<file path="config.mk">
export PLATFORM = sky130hd
export DESIGN_NAME = ring_deque_message_queue_flat
export DESIGN_NICKNAME = d
export VERILOG_FILES = /design/src/hw/rtl/rdmq_pkg.sv /design/src/hw/rtl/rdmq_if.sv /design/src/hw/rtl/rdmq_ram.sv /design/src/hw/rtl/rdmq_ctrl.sv /design/src/hw/rtl/ring_deque_message_queue.sv /design/src/flat_wrapper.sv
export SDC_FILE = /design/constraint.sdc
export NUM_CORES = 1
export LEC_CHECK = 0
export ABC_CLOCK_PERIOD_IN_PS = 9010
export BUFFER_PORTS_ARGS = -buffer_cell sky130_fd_sc_hd__buf_2
export CAP_MARGIN = 20
export CELL_PAD_IN_SITES_DETAIL_PLACEMENT = 1
export CELL_PAD_IN_SITES_GLOBAL_PLACEMENT = 2
export CORE_MARGIN = 2
export CORE_UTILIZATION = 48
export DETAILED_ROUTE_END_ITERATION = 8
export GPL_ROUTABILITY_DRIVEN = 0
export PLACE_DENSITY = 0.85
export SKIP_CTS_REPAIR_TIMING = 1
export SLEW_MARGIN = 20
export SYNTH_ARGS = -nofsm -noshare
export SYNTH_HDL_FRONTEND = slang
export SYNTH_SLANG_ARGS = --single-unit
</file>
<file path="constraint.sdc">
create_clock -name i_clk -period 9.01 [get_ports i_clk]
set_input_delay 0.901 -clock i_clk [delete_from_list [all_inputs] [get_ports i_clk]]
set_output_delay 0.901 -clock i_clk [all_outputs]
set_load 0.01 [all_outputs]
</file>
<file path="src/hw/rtl/rdmq_pkg.sv">
// Package for the ring deque message queue.
// Holds sizes, the action codes and the structs shared by the control and top files.
// No dependencies.
package rdmq_pkg;

    localparam int DEPTH     = 16;
    localparam int MSG_WIDTH = 32;
    localparam int ADDR_W    = (DEPTH > 1) ? $clog2(DEPTH) : 1;
    localparam int CNT_W     = $clog2(DEPTH + 1);

    typedef enum logic [1:0] {
        ACT_SEND   = 2'd0,
        ACT_URGENT = 2'd1,
        ACT_RECV   = 2'd2,
        ACT_PEEK   = 2'd3
    } t_action;

    // Memory request issued by the control unit in the cycle a word is accepted.
    typedef struct packed {
        logic              we;
        logic              re;
        logic [ADDR_W-1:0] addr;
    } t_mem_req;

    // Outcome of one action, captured in the result stage.
    typedef struct packed {
        logic             ok;
        logic             rd;
        logic [CNT_W-1:0] free;
    } t_ctrl_res;

endpackage

</file>
<file path="src/hw/rtl/rdmq_if.sv">
// Channel interfaces of the ring deque message queue: request and response.
// Depends on rdmq_pkg for the field widths.
interface rdmq_req_if;
    logic                          valid;
    logic                          ready;
    logic [1:0]                    action;
    logic [rdmq_pkg::MSG_WIDTH-1:0] message_in;

    modport source (output valid, output action, output message_in, input ready);
    modport sink   (input valid, input action, input message_in, output ready);
endinterface

interface rdmq_rsp_if;
    logic                          valid;
    logic                          ready;
    logic                          ok;
    logic [rdmq_pkg::MSG_WIDTH-1:0] message_out;
    logic [rdmq_pkg::CNT_W-1:0]     free_count;

    modport source (output valid, output ok, output message_out, output free_count,
                    input ready);
    modport sink   (input valid, input ok, input message_out, input free_count,
                    output ready);
endinterface

</file>
<file path="src/hw/rtl/rdmq_ram.sv">
// Generic single-port synchronous RAM with a registered read.
// No dependencies.
module rdmq_ram #(
    parameter int WIDTH = 32,
    parameter int DEPTH = 16
) (
    input  logic                             i_clk,
    input  logic                             i_we,
    input  logic                             i_re,
    input  logic [$clog2(DEPTH > 1 ? DEPTH : 2)-1:0] i_addr,
    input  logic [WIDTH-1:0]                 i_wdata,
    output logic [WIDTH-1:0]                 o_rdata
);
    logic [WIDTH-1:0] r_mem [DEPTH];
    logic [WIDTH-1:0] r_rdata;

    always_ff @(posedge i_clk) begin
        if (i_we) begin
            r_mem[i_addr] <= i_wdata;
        end
        if (i_re) begin
            r_rdata <= r_mem[i_addr];
        end
    end

    assign o_rdata = r_rdata;
endmodule

</file>
<file path="src/hw/rtl/rdmq_ctrl.sv">
// Pointer and occupancy control of the ring deque message queue.
// Depends on rdmq_pkg; drives the memory request and the per-word outcome.
module rdmq_ctrl (
    input  logic                    i_clk,
    input  logic                    i_rst_n,
    input  logic                    i_cfg_we,
    input  logic [rdmq_pkg::CNT_W-1:0] i_cfg_data,
    input  logic                    i_accept,
    input  logic [1:0]              i_action,
    output rdmq_pkg::t_mem_req      o_mem,
    output rdmq_pkg::t_ctrl_res     o_res
);
    import rdmq_pkg::*;

    logic [CNT_W-1:0]  r_qlen, n_qlen;
    logic [CNT_W-1:0]  r_free, n_free;
    logic [ADDR_W-1:0] r_head, n_head;
    logic [ADDR_W-1:0] r_tail, n_tail;

    logic [CNT_W-1:0]  tail_inc;
    logic [CNT_W-1:0]  head_inc;
    logic [ADDR_W-1:0] head_dec;
    logic [CNT_W-1:0]  cfg_len;
    logic              full;
    logic              empty;

    assign full  = (r_free == '0);
    assign empty = (r_free == r_qlen);

    assign tail_inc = CNT_W'(r_tail) + CNT_W'(1);
    assign head_inc = CNT_W'(r_head) + CNT_W'(1);
    assign head_dec = (r_head == '0) ? ADDR_W'(r_qlen - CNT_W'(1))
                                     : r_head - ADDR_W'(1);

    // Length of zero is taken as one, anything above the store size saturates.
    always_comb begin
        cfg_len = i_cfg_data;
        if (cfg_len == '0) begin
            cfg_len = CNT_W'(1);
        end else if (cfg_len > CNT_W'(DEPTH)) begin
            cfg_len = CNT_W'(DEPTH);
        end
    end

    always_comb begin
        n_qlen     = r_qlen;
        n_free     = r_free;
        n_head     = r_head;
        n_tail     = r_tail;
        o_mem.we   = 1'b0;
        o_mem.re   = 1'b0;
        o_mem.addr = r_head;
        o_res.ok   = 1'b0;
        o_res.rd   = 1'b0;
        if (i_cfg_we) begin
            n_qlen = cfg_len;
            n_free = cfg_len;
            n_head = '0;
            n_tail = '0;
        end else if (i_accept) begin
            case (t_action'(i_action))
                ACT_SEND: begin
                    if (!full) begin
                        o_mem.we   = 1'b1;
                        o_mem.addr = r_tail;
                        n_tail     = (tail_inc >= r_qlen) ? '0 : tail_inc[ADDR_W-1:0];
                        n_free     = r_free - CNT_W'(1);
                        o_res.ok   = 1'b1;
                    end
                end
                ACT_URGENT: begin
                    if (!full) begin
                        o_mem.we   = 1'b1;
                        o_mem.addr = head_dec;
                        n_head     = head_dec;
                        n_free     = r_free - CNT_W'(1);
                        o_res.ok   = 1'b1;
                    end
                end
                ACT_RECV, ACT_PEEK: begin
                    if (!empty) begin
                        o_mem.re = 1'b1;
                        o_res.ok = 1'b1;
                        o_res.rd = 1'b1;
                        if (t_action'(i_action) == ACT_RECV) begin
                            n_head = (head_inc >= r_qlen) ? '0 : head_inc[ADDR_W-1:0];
                            n_free = r_free + CNT_W'(1);
                        end
                    end
                end
                default: begin
                end
            endcase
        end
        o_res.free = n_free;
    end

    always_ff @(posedge i_clk) begin
        if (!i_rst_n) begin
            r_qlen <= CNT_W'(DEPTH);
            r_free <= CNT_W'(DEPTH);
            r_head <= '0;
            r_tail <= '0;
        end else begin
            r_qlen <= n_qlen;
            r_free <= n_free;
            r_head <= n_head;
            r_tail <= n_tail;
        end
    end
endmodule

</file>
<file path="src/hw/rtl/ring_deque_message_queue.sv">
// Top level of the ring deque message queue.
// Depends on rdmq_pkg, rdmq_if, rdmq_ram and rdmq_ctrl.
//
// A circular queue of 32-bit message words that takes one action per request word:
// send appends at the tail, urgent send inserts before the head, receive pops the
// head and peek reads the head in place. Every request gives exactly one response
// word carrying ok, the head message for a successful receive or peek (zero
// otherwise) and the number of free slots after the action. A send to a full queue
// or a receive or peek on an empty one is refused with ok low and changes nothing;
// the requester simply retries. The length in use (1 to 16, reset 16) is written
// through the configuration port, which also empties the queue; write it only while
// no response is outstanding. The messages live in a single-port RAM with a
// registered read. Pointers and the free count are updated in the cycle a request
// word is accepted, so the response follows in the next cycle, and a new request
// can be taken every cycle while the response is not stalled: the rate is one word
// per clock, set by the one RAM access each word needs. A stalled response holds
// the result stage and the RAM read register, and the request side then waits.
module ring_deque_message_queue (
    input  logic                       i_clk,
    input  logic                       i_rst_n,
    rdmq_req_if.sink                   i_req,
    rdmq_rsp_if.source                 o_rsp,
    input  logic                       i_cfg_we,
    input  logic [rdmq_pkg::CNT_W-1:0] i_cfg_data
);
    import rdmq_pkg::*;

    t_mem_req             mem_req;
    t_ctrl_res            ctrl_res;
    logic                 accept;
    logic [MSG_WIDTH-1:0] rdata;

    logic             r_s1_valid, n_s1_valid;
    logic             r_s1_ok;
    logic             r_s1_rd;
    logic [CNT_W-1:0] r_s1_free;

    // The result stage frees up when its word is taken, so requests keep flowing.
    assign i_req.ready = !r_s1_valid || o_rsp.ready;
    assign accept      = i_req.valid && i_req.ready;

    rdmq_ctrl u_ctrl (
        .i_clk      (i_clk),
        .i_rst_n    (i_rst_n),
        .i_cfg_we   (i_cfg_we),
        .i_cfg_data (i_cfg_data),
        .i_accept   (accept),
        .i_action   (i_req.action),
        .o_mem      (mem_req),
        .o_res      (ctrl_res)
    );

    // The RAM read register only loads on a read, so it holds through a stall.
    rdmq_ram #(
        .WIDTH (MSG_WIDTH),
        .DEPTH (DEPTH)
    ) u_ram (
        .i_clk   (i_clk),
        .i_we    (mem_req.we),
        .i_re    (mem_req.re),
        .i_addr  (mem_req.addr),
        .i_wdata (i_req.message_in),
        .o_rdata (rdata)
    );

    always_comb begin
        n_s1_valid = r_s1_valid;
        if (accept) begin
            n_s1_valid = 1'b1;
        end else if (o_rsp.ready) begin
            n_s1_valid = 1'b0;
        end
    end

    always_ff @(posedge i_clk) begin
        if (!i_rst_n) begin
            r_s1_valid <= 1'b0;
        end else begin
            r_s1_valid <= n_s1_valid;
        end
    end

    always_ff @(posedge i_clk) begin
        if (accept) begin
            r_s1_ok   <= ctrl_res.ok;
            r_s1_rd   <= ctrl_res.rd;
            r_s1_free <= ctrl_res.free;
        end
    end

    assign o_rsp.valid       = r_s1_valid;
    assign o_rsp.ok          = r_s1_ok;
    assign o_rsp.message_out = r_s1_rd ? rdata : '0;
    assign o_rsp.free_count  = r_s1_free;

    // A RAM read or write only happens for an accepted request word.
    a_mem_needs_accept: assert property (@(posedge i_clk) disable iff (!i_rst_n)
        (mem_req.we || mem_req.re) |-> accept)
        else $error("memory access without an accepted request");

    // Reading and writing in one cycle would mean two actions at once.
    a_one_access: assert property (@(posedge i_clk) disable iff (!i_rst_n)
        !(mem_req.we && mem_req.re))
        else $error("read and write in the same cycle");

    // The free count reported never exceeds the store size.
    a_free_bound: assert property (@(posedge i_clk) disable iff (!i_rst_n)
        r_s1_valid |-> (r_s1_free <= CNT_W'(DEPTH)))
        else $error("free count above store size");

    // A read result held in a stall must not be disturbed by the RAM.
    a_read_hold: assert property (@(posedge i_clk) disable iff (!i_rst_n)
        (r_s1_valid && r_s1_rd && !o_rsp.ready) |=> (rdata == $past(rdata)))
        else $error("read data changed while the response was stalled");
endmodule

</file>
<file path="src/flat_wrapper.sv">
// flat-port wrapper written by rule: the top's interface ports become plain ports
module ring_deque_message_queue_flat import rdmq_pkg::*;
  (i_clk, i_rst_n, i_cfg_we, i_cfg_data, i_req_valid, i_req_action, i_req_message_in, i_req_ready, o_rsp_valid, o_rsp_ok, o_rsp_message_out, o_rsp_free_count, o_rsp_ready);
  rdmq_req_if i_req_i ();
  rdmq_rsp_if o_rsp_i ();
  input  logic i_clk;
  input  logic i_rst_n;
  input  logic i_cfg_we;
  input  logic [rdmq_pkg::CNT_W-1:0] i_cfg_data;
  input wire logic [$bits(i_req_i.valid)-1:0] i_req_valid;
  input wire logic [$bits(i_req_i.action)-1:0] i_req_action;
  input wire logic [$bits(i_req_i.message_in)-1:0] i_req_message_in;
  output wire logic [$bits(i_req_i.ready)-1:0] i_req_ready;
  output wire logic [$bits(o_rsp_i.valid)-1:0] o_rsp_valid;
  output wire logic [$bits(o_rsp_i.ok)-1:0] o_rsp_ok;
  output wire logic [$bits(o_rsp_i.message_out)-1:0] o_rsp_message_out;
  output wire logic [$bits(o_rsp_i.free_count)-1:0] o_rsp_free_count;
  input wire logic [$bits(o_rsp_i.ready)-1:0] o_rsp_ready;
  assign i_req_i.valid = i_req_valid;
  assign i_req_i.action = i_req_action;
  assign i_req_i.message_in = i_req_message_in;
  assign i_req_ready = i_req_i.ready;
  assign o_rsp_valid = o_rsp_i.valid;
  assign o_rsp_ok = o_rsp_i.ok;
  assign o_rsp_message_out = o_rsp_i.message_out;
  assign o_rsp_free_count = o_rsp_i.free_count;
  assign o_rsp_i.ready = o_rsp_ready;
  ring_deque_message_queue u_core (.i_clk(i_clk), .i_rst_n(i_rst_n), .i_req(i_req_i), .o_rsp(o_rsp_i), .i_cfg_we(i_cfg_we), .i_cfg_data(i_cfg_data));
endmodule
</file>
==> results of run 1 <==
## registers in the layout, indices dropped and copies added, names as in the netlist
signal                   count
u_core.o_rsp.free_count      5
u_core.o_rsp.ok              1
u_core.o_rsp.valid           1
u_core.r_s1_rd               1
u_core.u_ctrl.r_free         5
u_core.u_ctrl.r_head         4
u_core.u_ctrl.r_qlen         5
u_core.u_ctrl.r_tail         4
u_core.u_ram.o_rdata        32
u_core.u_ram.r_mem         512
## Yosys cell counts (all sizes together), types with 7 or more instances
| library cell | count | area, um2 |
|---|---|---|
| nand3 | 38 | 190 |
| a32o | 62 | 621 |
| nor2 | 37 | 139 |
| mux2i | 98 | 993 |
| o221ai | 31 | 272 |
| buf | 39 | 255 |
| edfxtp | 551 | 16500 |
| clkbuf | 59 | 221 |
| nand2b | 7 | 43.8 |
| inv | 20 | 75.1 |
| o21ai | 21 | 105 |
| ha | 21 | 263 |
| a21oi | 78 | 394 |
| a32oi | 31 | 272 |
| xnor2 | 8 | 70.1 |
| nand3b | 32 | 240 |
| nand2 | 348 | 1310 |
| dfxtp | 19 | 380 |
| and2 | 40 | 250 |
## through the flow
stage	cell area, um2	hold slack, ns	util (%)	setup slack [ns]
detailed placement	24500	0.510	51.3	3.49
global route	26400	0.561	55.2	3.59
CTS	26400	0.519	55.2	3.93
global placement	24300	0.514	50.8	3.72
floorplan	23200	0.470	-	4.54
finish	26400	0.510	55.2	3.99
## layer usage
metal	wire length, um	vias to the layer above	global-route usage [%]
li1	-	6256	-
met1	26500	7326	34.6
met2	29800	498	40.2
met3	3180	109	3.12
met4	1620	0	8.06
met5	0	-	0
## kinds of logic after synthesis
logic type	Yosys count	synth area share (%)
buffers and inverters	119	2.39
adder cells (fa/ha/maj)	21	1.13
AO/OA/AOI/OAI	262	8.54
multiplexers	101	4.44
AND/OR/NAND/NOR	527	10.2
XOR/XNOR	10	0.377
flip-flops	570	72.9
## final cells by class
| class | instances | area [um2] | area share (%) |
|---|---|---|---|
| Sequential cell | 570 | 16900 | 64.2 |
| Multi-Input combinational cell | 921 | 5890 | 22.4 |
| Clock buffer | 70 | 1480 | 5.60 |
| Timing Repair Buffer | 113 | 803 | 3.05 |
| Tap cell | 615 | 769 | 2.92 |
| Clock inverter | 37 | 413 | 1.57 |
| Inverter | 21 | 78.8 | 0.299 |
## worst max-delay path by stage
stage	slack [ns]	cells after the start	endpoint	startpoint
2_1_floorplan	4.54	10	u_core.u_ram.r_mem[11][0]	i_req_action[0]
3_3_place_gp	3.72	11	u_core.u_ram.r_mem[15][26]	i_req_action[0]
3_5_place_dp	3.49	11	u_core.u_ram.r_mem[15][27]	i_req_action[0]
4_1_cts	3.93	13	u_core.u_ram.r_mem[15][19]	u_core.u_ctrl.r_head[1]
5_1_grt	3.59	13	u_core.u_ram.r_mem[15][19]	u_core.u_ctrl.r_head[1]
6_report	3.99	13	u_core.u_ram.r_mem[15][19]	u_core.u_ctrl.r_head[1]
## worst register-to-register path: stages (launching register included)
cell	delay, ns
dfxtp_1	0.37
inv_1	0.19
ha_1	0.23
nor3b_2	0.32
mux2i_1	0.33
ha_1	0.29
inv_1	0.06
a22oi_1	0.11
mux2i_4	0.16
buf_4	0.42
buf_4	0.68
nand2_1	0.45
nor2_4	0.62
buf_4	0.46
## power by group through the flow
| stage | sequential, uW | combinational [uW] | clock, uW |
|---|---|---|---|
| 3_5_place_dp | 3000 | 415 | 0 |
| 4_1_cts | 2950 | 418 | 2450 |
| 5_1_grt | 2950 | 454 | 2540 |
| 3_3_place_gp | 3000 | 398 | 0 |
| 2_1_floorplan | 3000 | 259 | 0 |
| 6_report | 2950 | 415 | 2420 |
==> flow_summary.json, run 1 <==
{
  "areaGrowthSynthToFinish_pct": 13.6,
  "hp-start": "u_core.u_ctrl.r_tail[3]",
  "worstMarginPinSlew_ns": 1.07,
  "r2r-end": "u_core.u_ram.r_mem[15][19]",
  "worstHoldPathCells": 2,
  "synth-main-ff-cell": "edfxtp_1",
  "irDropWorstVdd_v": 0.000220,
  "async_flop_share_pct": 0,
  "vias": 14189,
  "comb_power_share_pct": 7.2,
  "seq_area_frac_synth_pct": 72.9,
  "routed_via_density": 6.05,
  "internal_power_uw": 4450,
  "grt_pass1_wl_mm": 92.3,
  "fillers": 4529,
  "cts_sinks": 570,
  "hold_viol": 0,
  "antenna_left": 0,
  "rsz0062_at_grt": "no",
  "max_freq_mhz": 199,
  "cts_max_level": 2,
  "slowest_delay_ns": 0.68,
  "setup_viol": 0,
  "avgSynthCellArea_um2": 14.4,
  "post_synth_num_cell_types": 58,
  "final_cell_mix": "edfxtp_1, nand2_1, mux2i_1",
  "final_net_count": 1749,
  "relSlewSlack_pct": 28.8,
  "antenna_cells": 0,
  "ys.warnings.count": 0,
  "skew_ns": 0.0253,
  "detail_route.wl_per_cell_um": 26.0,
  "r2r_cells": 13,
  "final_max_slew_viol_count": 0,
  "stdcell_count": 2347,
  "path_cells": "inv_1, ha_1, nor3b_2, mux2i_1, ha_1, inv_1, a22oi_1, mux2i_4, buf_4, buf_4, nand2_1, nor2_4, buf_4",
  "track_usage_pct": 24.6,
  "path_buf_inv": 5,
  "cts-buffers-inserted": 57,
  "grt_overflow_total": 0,
  "drive_gt1_share_pct": 13.5,
  "grt_pass1_vias": 14801,
  "status": "finished, final reports clean",
  "cp.arrival_ns": 5.31,
  "yosys_register_bits": 570,
  "worst_path_dominant_cell_family": "buffers and inverters",
  "post-place-cells": 2240,
  "start_kind": "register",
  "synth_nets": 1675,
  "antenna_found_initial": 0,
  "hp-class": "reg -> reg",
  "reg2reg_from": "u_core.u_ctrl.r_head[1]",
  "drt_wl_total_mm": 61.0,
  "drt_drc_violations_left": 0,
  "fin_tns_setup_ns": 0,
  "power_uw": 5780,
  "r2r_slack_ns": 3.99,
  "syn-cell-area_um2": 23200,
  "slowest_stage": "buf_4",
  "synth_edf_count": 551,
  "path_class": "reg -> reg",
  "port-buffer-count": 83,
  "syn-instance-count": 1610,
  "root_buffer": "clkbuf_16",
  "min_period_over_period_pct": 55.7,
  "p_switching_uw": 1330,
  "required_ns": 9.30,
  "min_period_ns": 5.02,
  "worstPathMaxFanout": 56,
  "cts_tree": "yes",
  "final_common_cell": "edfxtp_1",
  "worst_setup_path_end_kind": "register",
  "clk_pin_slew_ns": 0.06,
  "die_y_um": 224,
  "p_clk_share_pct": 41.8,
  "coreArea_um2": 47700,
  "grt_max_degree": 179,
  "p_leak_uw": 0.00881,
  "swShare_pct": 23.0,
  "drv_cap": 0,
  "firstDrtPassIters": 7,
  "rows": 80,
  "worstSkewPairLatency_ns": 0.64,
  "cts_buffer_depth": 3,
  "holdPathEnd": "u_core.u_ctrl.r_tail[3]",
  "crit_top_cell": "buf_4",
  "power_density_nw_per_um2": 219,
  "drt-initial-drc-count": 1380,
  "die_width_um": 224,
  "ioPinCount": 84,
  "start_util_pct": 48.6,
  "hpwlAfterDp_mm": 34.5,
  "dieArea_um2": 50100,
  "p_seq_share_pct": 51.0
}
Note: power is estimated with default switching activity, not from simulation.
==> run 2, diff against run 1 <==
ABC_CLOCK_PERIOD_IN_PS = 5000   (was 9010)
CORE_UTILIZATION = 45   (was 48)
PLACE_DENSITY = 0.8   (was 0.85)
clock period = 5 ns   (was 9.01 ns; I/O delays follow)
==> flow_summary.json, run 2 (synthesis gave the netlist of run 1 again) <==
{
  "drt_drc_violations_left": 0,
  "coreArea_um2": 51200,
  "vias": 13925,
  "worstMarginPinSlew_ns": 0.996,
  "dieArea_um2": 53400,
  "final_net_count": 1760,
  "final_cell_mix": "edfxtp_1, nand2_1, mux2i_1",
  "drt_wl_total_mm": 58.7,
  "final_common_cell": "edfxtp_1",
  "final_max_slew_viol_count": 0,
  "skew_ns": 0.0206,
  "areaGrowthSynthToFinish_pct": 14.0,
  "cts_tree": "yes",
  "grt_pass1_wl_mm": 88.4,
  "setup_viol": 0,
  "startpoint": "u_core.u_ctrl.r_head[1]",
  "grt_pass1_vias": 14351,
  "grt_max_degree": 113,
  "hpwlAfterDp_mm": 32.3,
  "grt-busiest-layer": "met2",
  "routed_via_density": 5.76,
  "drive_gt1_share_pct": 13.6,
  "p_leak_uw": 0.00885,
  "grt_overflow_total": 0,
  "power_uw": 10200,
  "cts_buffer_depth": 3,
  "hp-start": "i_rst_n",
  "detail_route.wl_per_cell_um": 24.3,
  "antenna_found_initial": 1,
  "grt_util_met1_pct": 30.6,
  "worstPathMaxFanout": 25,
  "max_freq_mhz": 220,
  "largest_reg_flops": 512,
  "die_y_um": 231,
  "hp-class": "in -> reg",
  "ioPinCount": 84,
  "path_class": "reg -> reg",
  "port-buffer-count": 83,
  "hold_viol": 0,
  "status": "finished, final reports clean",
  "rsz0062_at_grt": "no",
  "irDropWorstVdd_v": 0.000291,
  "power_density_nw_per_um2": 386,
  "grt_util_met2_pct": 35.6,
  "die_width_um": 231,
  "fillers": 4937,
  "min_period_ns": 4.55,
  "reg2reg_from": "u_core.u_ctrl.r_head[1]",
  "required_ns": 5.26,
  "start_kind": "register",
  "clk_pin_slew_ns": 0.06,
  "cts_sinks": 570,
  "drt-initial-drc-count": 988,
  "start_util_pct": 45.3,
  "antenna_left": 0,
  "fin_tns_setup_ns": 0,
  "cp.arrival_ns": 4.81,
  "antenna_cells": 0,
  "worstSkewPairLatency_ns": 0.62,
  "min_period_over_period_pct": 91.0,
  "drv_cap": 0,
  "relSlewSlack_pct": 33.4,
  "cts_max_level": 2,
  "root_buffer": "clkbuf_16",
  "regMostFlops": "u_core.u_ram.r_mem",
  "firstDrtPassIters": 5,
  "rows": 83,
  "cts-buffers-inserted": 58,
  "worst_setup_path_end_kind": "register",
  "met3_usage_pct": 4.33,
  "track_usage_pct": 22.0
}
-- run 2: final timing paths --
| kind | cells after the start | endpoint | slack (ns) |
|---|---|---|---|
| worst max-delay path | 12 | u_core.u_ram.r_mem[15][18] | 0.45 |
| worst min-delay path | 2 | u_core.u_ctrl.r_qlen[4] | 0.19 |
| worst max register to register | 12 | u_core.u_ram.r_mem[15][18] | 0.45 |
| worst min register to register | 2 | u_core.u_ctrl.r_tail[2] | 0.53 |
-- run 2: layout make-up --
| type | instances | area (um2) | share of cell area [%] |
|---|---|---|---|
| flip-flops and latches | 570 | 16900 | 64.0 |
| multi-input cells | 921 | 5890 | 22.3 |
| clock buffers | 74 | 1550 | 5.87 |
| repair buffers | 123 | 891 | 3.37 |
| well taps | 680 | 851 | 3.22 |
| clock inverters | 30 | 263 | 0.993 |
| inverters | 21 | 78.8 | 0.298 |
-- run 2: layer usage --
metal | vias to the layer above | share of wire, %
met5 | - | 0.022
met4 | 2 | 2.1
met1 | 7193 | 44
met2 | 375 | 48
met3 | 87 | 5.6
li1 | 6268 | -
-- run 2: per-stage QoR --
stage | utilization (%) | hold slack (ns) | setup WS (ns) | cell area, um2 | instances
3_5_place_dp | 48.1 | 0.524 | 0.499 | 24600 | 2315
4_1_cts | 51.7 | 0.162 | 0.485 | 26500 | 2419
3_3_place_gp | 48.1 | 0.510 | 0.687 | 24600 | 2315
6_report | 51.7 | 0.190 | 0.452 | 26500 | 2419
2_1_floorplan | - | 0.470 | 0.568 | 23200 | 1610
5_1_grt | 51.7 | 0.180 | 0.218 | 26500 | 2419
-- run 2: critical path, stage by stage, from the launching register on --
cell and delay [ns]:
dfxtp_1 0.37, inv_1 0.20, ha_1 0.24, nor3b_2 0.32
mux2i_1 0.38, ha_1 0.26, or3_1 0.12, and3_1 0.18
o22ai_1 0.15, nor2_4 0.82, inv_2 0.26, nor2_4 0.36
buf_4 0.52
-- run 2: where the power goes --
group | internal, uW | switching [uW] | leakage (uW) | total [uW]
Sequential | 5290 | 20.9 | 0.00512 | 5310
Clock | 2390 | 1780 | 0.000890 | 4170
Combinational | 258 | 489 | 0.00284 | 747
Total | 7940 | 2290 | 0.00885 | 10200
==> run 3, diff against run 2 <==
==> constraint.sdc (replaced) <==
create_clock -name i_clk -period 5 [get_ports i_clk]
set_input_delay 1.25 -clock i_clk [delete_from_list [all_inputs] [get_ports i_clk]]
set_output_delay 1.25 -clock i_clk [all_outputs]
set_load 0.01 [all_outputs]
==> flow_summary.json, run 3 (synthesis gave the netlist of run 1 again) <==
{
  "drv_cap": 0,
  "final_common_cell": "edfxtp_1",
  "required_ns": 5.24,
  "fin_tns_setup_ns": 0,
  "cts_max_level": 2,
  "stdcell_count": 2435,
  "r2r_slack_ns": 0.96,
  "final_cell_mix": "edfxtp_1, nand2_1, mux2i_1",
  "status": "finished, final reports clean",
  "track_usage_pct": 22.9,
  "hold_viol": 0,
  "rows": 83,
  "grt_pass1_wl_mm": 91.7,
  "antenna_cells": 0,
  "cts-buffers-inserted": 58,
  "grt-busiest-layer": "met2",
  "root_buffer": "clkbuf_16",
  "dieArea_um2": 53400,
  "vias": 14066,
  "drt_wl_total_mm": 60.4,
  "start_kind": "register",
  "regArea_um2": 16900,
  "firstDrtPassIters": 5,
  "drt_drc_violations_left": 0,
  "antenna_left": 0,
  "areaGrowthSynthToFinish_pct": 14.2,
  "fillers": 4950,
  "regMostFlops": "u_core.u_ram.r_mem",
  "rsz0062_at_grt": "no",
  "cts_tree": "yes",
  "largest_reg_flops": 512,
  "ioPinCount": 84,
  "detail_route.wl_per_cell_um": 24.8,
  "cts_sinks": 570,
  "worstSkewPairLatency_ns": 0.62,
  "clk_pin_slew_ns": 0.06,
  "final_util_pct": 51.8,
  "hpwlAfterDp_mm": 35.5,
  "power_uw": 10100,
  "grt_util_met1_pct": 31.2,
  "r2r-end": "u_core.u_ram.r_mem[13][17]",
  "routed_via_density": 5.78,
  "grt_pass1_vias": 14810,
  "hp-class": "reg -> reg",
  "post-place-cells": 2329,
  "setup_viol": 0,
  "met3_usage_pct": 3.51,
  "p_leak_uw": 0.00889,
  "reg2reg_from": "u_core.u_ctrl.r_head[1]",
  "cp.arrival_ns": 4.28,
  "skew_ns": 0.0219,
  "grt_max_degree": 97,
  "relSlewSlack_pct": 55.2,
  "drt-initial-drc-count": 1106,
  "die_y_um": 231,
  "endpoint": "u_core.u_ram.r_mem[13][17]",
  "min_period_ns": 4.04,
  "start_util_pct": 45.3,
  "worstMarginPinSlew_ns": 0.669,
  "drive_gt1_share_pct": 14.0,
  "max_freq_mhz": 248,
  "path_class": "reg -> reg",
  "coreArea_um2": 51200,
  "startpoint": "u_core.u_ctrl.r_head[1]",
  "r2r_cells": 11,
  "final_net_count": 1775,
  "final_max_slew_viol_count": 0,
  "die_width_um": 231,
  "port-buffer-count": 83,
  "antenna_found_initial": 2,
  "worstPathMaxFanout": 57,
  "grt_overflow_total": 0,
  "multiInputGateArea_um2": 5890,
  "worst_setup_path_end_kind": "register",
  "grt_util_met2_pct": 38.3,
  "min_period_over_period_pct": 80.8,
  "cts_buffer_depth": 3,
  "power_density_nw_per_um2": 381,
  "irDropWorstVdd_v": 0.000363
}
[run 3: area by class of cell]
class                   count  area share [%]
multi-input cells         921            22.2
clock inverters            31           0.727
inverters                  21           0.297
clock buffers              74            5.78
repair buffers            138            3.91
well taps                 680            3.21
flip-flops and latches    570            63.8
[run 3: worst min-delay path by stage]
stage | start | endpoint | slack, ns | cells after the start
after global routing | u_core.u_ctrl.r_tail[3] | u_core.u_ctrl.r_tail[3] | 0.55 | 2
final | u_core.u_ctrl.r_tail[3] | u_core.u_ctrl.r_tail[3] | 0.51 | 2
after floorplan | u_core.u_ctrl.r_tail[3] | u_core.u_ctrl.r_tail[3] | 0.47 | 2
after detailed placement | u_core.u_ctrl.r_tail[3] | u_core.u_ctrl.r_tail[3] | 0.50 | 2
after global placement | u_core.u_ctrl.r_tail[3] | u_core.u_ctrl.r_tail[3] | 0.50 | 2
after CTS | u_core.u_ctrl.r_tail[3] | u_core.u_ctrl.r_tail[3] | 0.51 | 2
[run 3: critical path, cell delays in order, from the launching register on]
cell and delay, ns:
dfxtp_1 0.37, inv_1 0.22, ha_1 0.25, nor3b_2 0.32, mux2i_1 0.37, ha_1 0.21
inv_1 0.05, a22oi_1 0.34, mux2_8 0.52, nand2_1 0.34, nor2_4 0.19, buf_4 0.45
[run 3: per-layer routing]
layer / up-vias / wire length [um]
met1: 7334 / 26600
met3: 81 / 2760
met2: 332 / 29800
met4: 0 / 1300
li1: 6319 / -
met5: - / 0
[run 3: metrics by stage]
| stage | setup WS (ns) | hold slack (ns) | instance area [um2] |
|---|---|---|---|
| floorplan | 0.185 | 0.470 | 23200 |
| global placement | 0.587 | 0.500 | 24800 |
| detailed placement | 0.412 | 0.501 | 24800 |
| CTS | 0.917 | 0.511 | 26500 |
| global route | 0.564 | 0.547 | 26500 |
| finish | 0.960 | 0.511 | 26500 |
[run 3: power breakdown]
| part | switching (uW) | internal, uW |
|---|---|---|
| Sequential | 26.1 | 5290 |
| Clock | 1790 | 2250 |
| Combinational | 489 | 265 |
| Total | 2300 | 7800 |
